$ cat src/rtl/core/dda_pkg.sv
// ----------------------------------------------------------------------------
// dda_pkg
// Shared types and codes for the DDA line rasteriser core: request and
// response payloads, operation codes and the sequencer state encoding.
// ----------------------------------------------------------------------------
package dda_pkg;

	localparam int FIELD_W = 12;
	localparam int PIX_W   = 12;

	typedef enum logic {
		OP_LOAD = 1'b0,
		OP_STEP = 1'b1
	} dda_op_t;

	typedef struct packed {
		dda_op_t              op;
		logic [FIELD_W-1:0]   x_start;
		logic [FIELD_W-1:0]   y_start;
		logic [FIELD_W-1:0]   x_end;
		logic [FIELD_W-1:0]   y_end;
	} dda_req_t;

	typedef struct packed {
		logic [PIX_W-1:0] pixel_x;
		logic [PIX_W-1:0] pixel_y;
		logic             pixel_valid;
		logic             last;
	} dda_rsp_t;

	typedef enum logic [1:0] {
		SEQ_IDLE  = 2'd0,
		SEQ_DIV_X = 2'd1,
		SEQ_DIV_Y = 2'd2
	} dda_seq_t;

endpackage

$ cat src/rtl/core/dda_line_rasterizer_core.sv
// A step request's response is registered and appears in the cycle after acceptance.
// Step requests are taken one per cycle while the response register drains and no division runs.
// A load with a nonzero length holds the request side while one shared
// compare/subtract unit divides both axes in turn, x first and then y.
// Reset (arst_n low, asynchronous) leaves no line pending and the response register empty.
// ----------------------------------------------------------------------------
// dda_line_rasterizer_core
// Digital differential analyser line rasteriser. A load request captures a
// line and computes per-axis fixed-point increments by restoring division;
// each step request returns the current pixel and advances the position, or an empty response once the line is done.
// ----------------------------------------------------------------------------
module dda_line_rasterizer_core #(
	parameter int COORD_BITS = 12,
	parameter int FRAC_BITS  = 16
) (
	input  logic             clk,
	input  logic             arst_n,
	input  logic             req_valid,
	output logic             req_stall,
	input  dda_pkg::dda_req_t req,
	output logic             rsp_valid,
	input  logic             rsp_stall,
	output dda_pkg::dda_rsp_t rsp
);
	import dda_pkg::*;

	localparam int POS_W = COORD_BITS + FRAC_BITS;
	localparam int INC_W = FRAC_BITS + 2;
	localparam int QUO_W = FRAC_BITS + 1;
	localparam int CNT_W = $clog2(FRAC_BITS + 1);

	// line state
	logic [POS_W-1:0]      pos_x_q, pos_y_q;
	logic [INC_W-1:0]      inc_x_q, inc_y_q;
	logic [COORD_BITS-1:0] remaining_q;

	// divider state
	dda_seq_t              state_q, state_d;
	logic [CNT_W-1:0]      cnt_q, cnt_d;
	logic [COORD_BITS-1:0] rem_q, mag_x_q, mag_y_q, divisor_q;
	logic [FRAC_BITS-1:0]  quo_q;
	logic                  neg_x_q, neg_y_q;
	logic                  div_step, wr_inc_x, wr_inc_y;

	// response register
	logic                  rsp_valid_q;
	dda_rsp_t              rsp_q;

	// request decode
	logic                  req_acc, is_load, is_step, has_pix;
	logic [COORD_BITS-1:0] xs_w, ys_w, xe_w, ye_w, adx_w, ady_w, step_w;
	logic                  neg_x_w, neg_y_w;

	// shared compare/subtract unit
	logic [COORD_BITS-1:0] mag_sel, rem_next;
	logic [COORD_BITS:0]   trial, diff;
	logic                  ge, neg_sel, div_done;
	logic [QUO_W-1:0]      quo_full;
	logic [INC_W-1:0]      inc_new;

	assign req_stall = (state_q != SEQ_IDLE) || (rsp_valid_q && rsp_stall);
	assign req_acc   = req_valid && !req_stall;
	assign is_load   = req_acc && (req.op == OP_LOAD);
	assign is_step   = req_acc && (req.op == OP_STEP);
	assign has_pix   = (remaining_q != '0);

	assign xs_w    = COORD_BITS'(req.x_start);
	assign ys_w    = COORD_BITS'(req.y_start);
	assign xe_w    = COORD_BITS'(req.x_end);
	assign ye_w    = COORD_BITS'(req.y_end);
	assign neg_x_w = (xe_w < xs_w);
	assign neg_y_w = (ye_w < ys_w);
	assign adx_w   = neg_x_w ? (xs_w - xe_w) : (xe_w - xs_w);
	assign ady_w   = neg_y_w ? (ys_w - ye_w) : (ye_w - ys_w);
	assign step_w  = (adx_w > ady_w) ? adx_w : ady_w;

	// One quotient bit per cycle; the first trial takes the magnitude itself,
	// since it never exceeds the divisor.
	assign mag_sel  = (state_q == SEQ_DIV_Y) ? mag_y_q : mag_x_q;
	assign neg_sel  = (state_q == SEQ_DIV_Y) ? neg_y_q : neg_x_q;
	assign trial    = (cnt_q == '0) ? {1'b0, mag_sel} : {rem_q, 1'b0};
	assign diff     = trial - {1'b0, divisor_q};
	assign ge       = (trial >= {1'b0, divisor_q});
	assign rem_next = ge ? diff[COORD_BITS-1:0] : trial[COORD_BITS-1:0];
	assign quo_full = {quo_q, ge};
	assign inc_new  = neg_sel ? (INC_W'(0) - {1'b0, quo_full}) : {1'b0, quo_full};
	assign div_done = (cnt_q == CNT_W'(FRAC_BITS));

	always_comb begin
		state_d  = state_q;
		cnt_d    = cnt_q;
		div_step = 1'b0;
		wr_inc_x = 1'b0;
		wr_inc_y = 1'b0;
		unique case (state_q)
			SEQ_IDLE: begin
				cnt_d = '0;
				if (is_load && (step_w != '0)) begin
					state_d = SEQ_DIV_X;
				end
			end
			SEQ_DIV_X: begin
				div_step = 1'b1;
				if (div_done) begin
					wr_inc_x = 1'b1;
					cnt_d    = '0;
					state_d  = SEQ_DIV_Y;
				end else begin
					cnt_d = cnt_q + 1'b1;
				end
			end
			SEQ_DIV_Y: begin
				div_step = 1'b1;
				if (div_done) begin
					wr_inc_y = 1'b1;
					cnt_d    = '0;
					state_d  = SEQ_IDLE;
				end else begin
					cnt_d = cnt_q + 1'b1;
				end
			end
			default: begin
				state_d = SEQ_IDLE;
				cnt_d   = '0;
			end
		endcase
	end

	always_ff @(posedge clk or negedge arst_n) begin
		if (!arst_n) begin
			state_q     <= SEQ_IDLE;
			cnt_q       <= '0;
			remaining_q <= '0;
			pos_x_q     <= '0;
			pos_y_q     <= '0;
			inc_x_q     <= '0;
			inc_y_q     <= '0;
			rsp_valid_q <= 1'b0;
		end else begin
			state_q <= state_d;
			cnt_q   <= cnt_d;
			if (is_load) begin
				pos_x_q     <= {xs_w, {FRAC_BITS{1'b0}}};
				pos_y_q     <= {ys_w, {FRAC_BITS{1'b0}}};
				inc_x_q     <= '0;
				inc_y_q     <= '0;
				remaining_q <= step_w;
			end else if (is_step && has_pix) begin
				pos_x_q     <= pos_x_q + {{(POS_W-INC_W){inc_x_q[INC_W-1]}}, inc_x_q};
				pos_y_q     <= pos_y_q + {{(POS_W-INC_W){inc_y_q[INC_W-1]}}, inc_y_q};
				remaining_q <= remaining_q - 1'b1;
			end
			if (wr_inc_x) begin
				inc_x_q <= inc_new;
			end
			if (wr_inc_y) begin
				inc_y_q <= inc_new;
			end
			if (is_step) begin
				rsp_valid_q <= 1'b1;
			end else if (!rsp_stall) begin
				rsp_valid_q <= 1'b0;
			end
		end
	end

	// datapath registers: no reset needed
	always_ff @(posedge clk) begin
		if (is_load) begin
			mag_x_q   <= adx_w;
			mag_y_q   <= ady_w;
			neg_x_q   <= neg_x_w;
			neg_y_q   <= neg_y_w;
			divisor_q <= step_w;
		end
		if (div_step) begin
			rem_q <= rem_next;
			if (!div_done) begin
				quo_q <= {quo_q[FRAC_BITS-2:0], ge};
			end
		end
		if (is_step) begin
			rsp_q.pixel_valid <= has_pix;
			rsp_q.last        <= has_pix && (remaining_q == COORD_BITS'(1));
			rsp_q.pixel_x     <= has_pix ? PIX_W'(pos_x_q[POS_W-1:FRAC_BITS]) : '0;
			rsp_q.pixel_y     <= has_pix ? PIX_W'(pos_y_q[POS_W-1:FRAC_BITS]) : '0;
		end
	end

	assign rsp_valid = rsp_valid_q;
	assign rsp       = rsp_q;

	a_cnt_range: assert property (@(posedge clk) disable iff (!arst_n)
		cnt_q <= CNT_W'(FRAC_BITS))
		else $error("divider count out of range");

	a_load_starts_div: assert property (@(posedge clk) disable iff (!arst_n)
		(is_load && (step_w != '0)) |=> (state_q == SEQ_DIV_X))
		else $error("nonzero load did not start the divider");

	a_busy_holds: assert property (@(posedge clk) disable iff (!arst_n)
		(state_q != SEQ_IDLE) |-> !req_acc)
		else $error("request accepted while dividing");

	a_last_ends_line: assert property (@(posedge clk) disable iff (!arst_n)
		(is_step && (remaining_q == COORD_BITS'(1))) |=> (remaining_q == '0))
		else $error("line did not end after its last pixel");

	a_last_is_pixel: assert property (@(posedge clk) disable iff (!arst_n)
		(rsp_valid_q && rsp_q.last) |-> rsp_q.pixel_valid)
		else $error("last flagged on an empty response");

endmodule

$ cat config.mk
export PLATFORM = sky130hd
export DESIGN_NAME = dda_line_rasterizer_core
export DESIGN_NICKNAME = d
export VERILOG_FILES = /design/src/rtl/core/dda_pkg.sv /design/src/rtl/core/dda_line_rasterizer_core.sv
export SDC_FILE = /design/constraint.sdc
export NUM_CORES = 1
export LEC_CHECK = 0
export BUFFER_PORTS_ARGS = -buffer_cell sky130_fd_sc_hd__buf_2
export CORE_MARGIN = 2
export CORE_UTILIZATION = 55
export CTS_BUF_LIST = sky130_fd_sc_hd__clkbuf_16
export CTS_CLUSTER_DIAMETER = 50
export CTS_CLUSTER_SIZE = 12
export DETAILED_ROUTE_END_ITERATION = 16
export GPL_TIMING_DRIVEN = 0
export PLACE_DENSITY = 0.73
export SYNTH_ARGS = -nofsm -noshare
export SYNTH_HDL_FRONTEND = slang
export SYNTH_SLANG_ARGS = --single-unit
$ cat constraint.sdc
create_clock -name clk -period 7.45 [get_ports clk]
set_input_delay 1.49 -clock clk [delete_from_list [all_inputs] [get_ports clk]]
set_output_delay 1.49 -clock clk [all_outputs]
set_load 0.005 [all_outputs]
==> results.md <==
- Layout Nets: 1,836
- Status: completed
- Core footprint: 25,800 um2
- Mapped cell area: 14,300 um2
- CTS max path bufs: 3
- R2R Setup Slk: 0.71 ns
- Sw Ratio: 0.403
- Gr usage total: 0.285
- Post-DRT Antenna Nets: 0
- Vias in the first global route: around 11,000
- TritonCTS clock tree: built
- Synth-to-layout area growth: 12.9%
- Critical path launch point type: flop
- Async set-reset flop share out of synthesis: 0.549
- Logic pwr share: 0.431
- Sequential power share: 0.331
- Post-Route Setup TNS: 0 ns
- Final setup vio count: 0
- Leakage: 7.31 nW
- H-tree Lvls: 1
- Final Hold Vio Count: 0
- Worst-Skew Late Latency: 0.54 ns
- Kind of critical path: flop to flop
- Cells after Synth: 1,531
- Critical path required time: about 7.9 ns
- Initial antenna violation count: 1
- YS warnings: 0
- Area of the multi-input gates: 8040 um2
- Global routing usage on met3: 0.0529
- Hold Crit Class: flop to flop
- Hold depth: 2
- Routed WL per cell: about 19 um
- Worst path arrival time: 7.14 ns
- Synth unique cells: 86
- Fin crit period: 6.74 ns
- Flops & latches, synth: 204
- M1 GR Usage: 0.407
- Die area: 27,400 um2
- Yosys top cell by area: dfrtp_1
- DP HPWL: 29.1 mm
- Synth Flop Type: dfrtp_1
- Sequential share of the synthesized area: 0.388
- GR Overflow Total: 0
- Hold endpoint: inc_y_q[2]
- Power share of the clock group: 0.238
- VDD IR max: around 0.00025 V
- DR iter-0 viols: approximately 920
- Worst Setup SP: state_q[0]
- Post-Route WL: 38.8 mm
- Avg Inst Size Synth: 9.36 um2
- Worst R2R Start: state_q[0]
- FF-to-FF path depth: 22
- Internal: 3.43 mW
- Placed Cells: around 1,900
- Final Cell Area: ~16,000 um2
- TritonCTS buffer count: 28
- Tightest Pin Transition: 1.25 ns
- Synth area leaders: dfrtp_1 (20%), edfxtp_1 (19%), ha_1 (12%)
- Max Fclk: 148 MHz
- Fin crit share: 0.905
- Pwr Density: 355 nW/um2
- # DRC: 0
- Via count: approximately 12,000
- GRT met2 Usage: 0.454
- Net switching power: 2.31 mW
- Reg area: 5570 um2
- # fillers: 2,193
- Synth top area share: 0.196
- Layout cells sized above 1: 0.109
- Pins over their slew limit: 0
- Most common cell in the netlist: ha_1
- Hold Startpoint: inc_y_q[2]
- Crit. End Element: flop
- CTS clock-pin slew for the worst setup and hold paths: around 0.060 ns
- Chip height: ~170 um
- Maximum number of pins on one net before global-route repair: 89
- Most Crowded Layer GR: met2
- Slew headroom: 0.166
- RSZ-0062 raised after global routing: no
- Via density: 6.06
- Hold slack: 0.487 ns
- Clk sink count: 204
- Instance area at placement: 15,200 um2
- Initial Util: 0.555
- Non-filler instance count after layout: approximately 2,000
- Setup bufs post-CTS: 0
- EDFF count, synth: 92
- Die Wd: ~170 um
- Max Cap Viol: 0
- First-pass GRT wire length: 60.7 mm
- Skew final: 0.0177 ns
- Synth top cells by count: ha_1 (133), inv_1 (124), o21ai_0 (123), nand2_1 (121), dfrtp_1 (112)
- GPL Wtd Cong: 0.938
- Port bufs: 80
- Pre-antenna DRT Iters: 5
- Reg-to-reg endpoint: inc_x_q[16]
- Crit Path Max Fanout: 10
- Syn Nets: 1,724
- Cell Rows: 59
- # IOs: 81
- Clk root buf: clkbuf_16
==> worst max-delay path, stage by stage (launching register included) <==
cell      delay, ns
dfrtp_1        0.41
inv_1          0.14
ha_1           0.17
clkbuf_1       0.55
clkbuf_2       0.45
mux2i_1        0.31
a21oi_1        0.14
ha_1           0.42
o21ai_0        0.16
a21oi_1        0.22
o21ai_0        0.14
a21oi_1        0.29
a41oi_1        0.22
a21oi_1        0.44
clkbuf_1       0.58
buf_1          0.55
inv_1          0.25
ha_1           0.28
nand2_1        0.17
nor2_1         0.09
a21oi_1        0.17
xnor2_1        0.26
o21ai_0        0.17
==> metrics by stage <==
stage | utilization | power (mW) | setup WS [ns]
final | 0.626 | 5.74 | 0.708
after global routing | 0.626 | 6.10 | 0.196
after CTS | 0.626 | 5.72 | 0.494
after detailed placement | 0.589 | 4.33 | 0.326
after global placement | 0.586 | 4.24 | 0.351
after floorplan | - | 3.59 | 1.27
==> sequential cells by signal (all words and copies together) (netlist names) <==
register and cells:
pos_x_q 28, pos_y_q 28, rsp 26, inc_x_q 18
inc_y_q 18, quo_q 16, divisor_q 12, mag_x_q 12
mag_y_q 12, rem_q 12, remaining_q 12, cnt_q 5
state_q 2, neg_x_q 1, neg_y_q 1, rsp_valid 1
==> power by group through the flow <==
stage	Clock (mW)	Combinational (mW)	Sequential (mW)
floorplan	0	1.77	1.83
global placement	0	2.34	1.90
detailed placement	0	2.42	1.91
CTS	1.38	2.44	1.89
global route	1.43	2.73	1.94
finish	1.37	2.47	1.90
==> placed cells by master, fill, tap and decap left out, types with 60 or more instances in the layout <==
cell type / instances
o21ai_0: 123
nand2_1: 121
dfrtp_1: 112
nor2_1: 93
edfxtp_1: 92
inv_1: 129
a21oi_1: 108
buf_2: 86
nand3_1: 60
ha_1: 133
==> worst max path at each step <==
stage	to	slack [ns]	cells past startpoint
2_1_floorplan	state_q[0]	1.27	20
3_3_place_gp	state_q[0]	0.35	20
3_5_place_dp	state_q[1]	0.33	20
4_1_cts	inc_x_q[16]	0.49	22
5_1_grt	inc_x_q[16]	0.20	22
6_report	inc_x_q[16]	0.71	22
==> kinds of logic (layout without fill, tap and decap cells) <==
logic type	after synthesis	after routing	synth area share
AO/OA/AOI/OAI	457	457	0.209
AND/OR/NAND/NOR	430	430	0.149
flip-flops	204	204	0.388
buffers and inverters	180	314	0.0505
adder cells (fa/ha/maj)	140	140	0.126
XOR/XNOR	81	81	0.0495
multiplexers	39	39	0.0279
other	0	1	0
==> per-layer routing <==
metal	vias up	routed length, um	share of wire
li1	5788	-	-
met5	-	0	0
met3	59	3230	0.083
met4	0	841	0.022
met1	5832	17100	0.44
met2	453	17600	0.45
==> layout make-up <==
cell class                      instances  area share
Antenna cell                            1    0.000155
Clock buffer                           29      0.0449
Multi-Input combinational cell       1147       0.497
Sequential cell                       204       0.344
Clock inverter                         23      0.0150
Buffer                                 54      0.0155
Inverter                              126      0.0294
Timing Repair Buffer                   82      0.0281
Tap cell                              335      0.0259
==> repair_timing <==
action | 4_1_cts | 5_1_grt
hold buffers | 0 | 0
endpoints found under the hold margin | 0 | 0
gates resized for setup | 0 | 1
endpoints found under the setup margin | 0 | 2
Power figures use the tool's default switching activity.
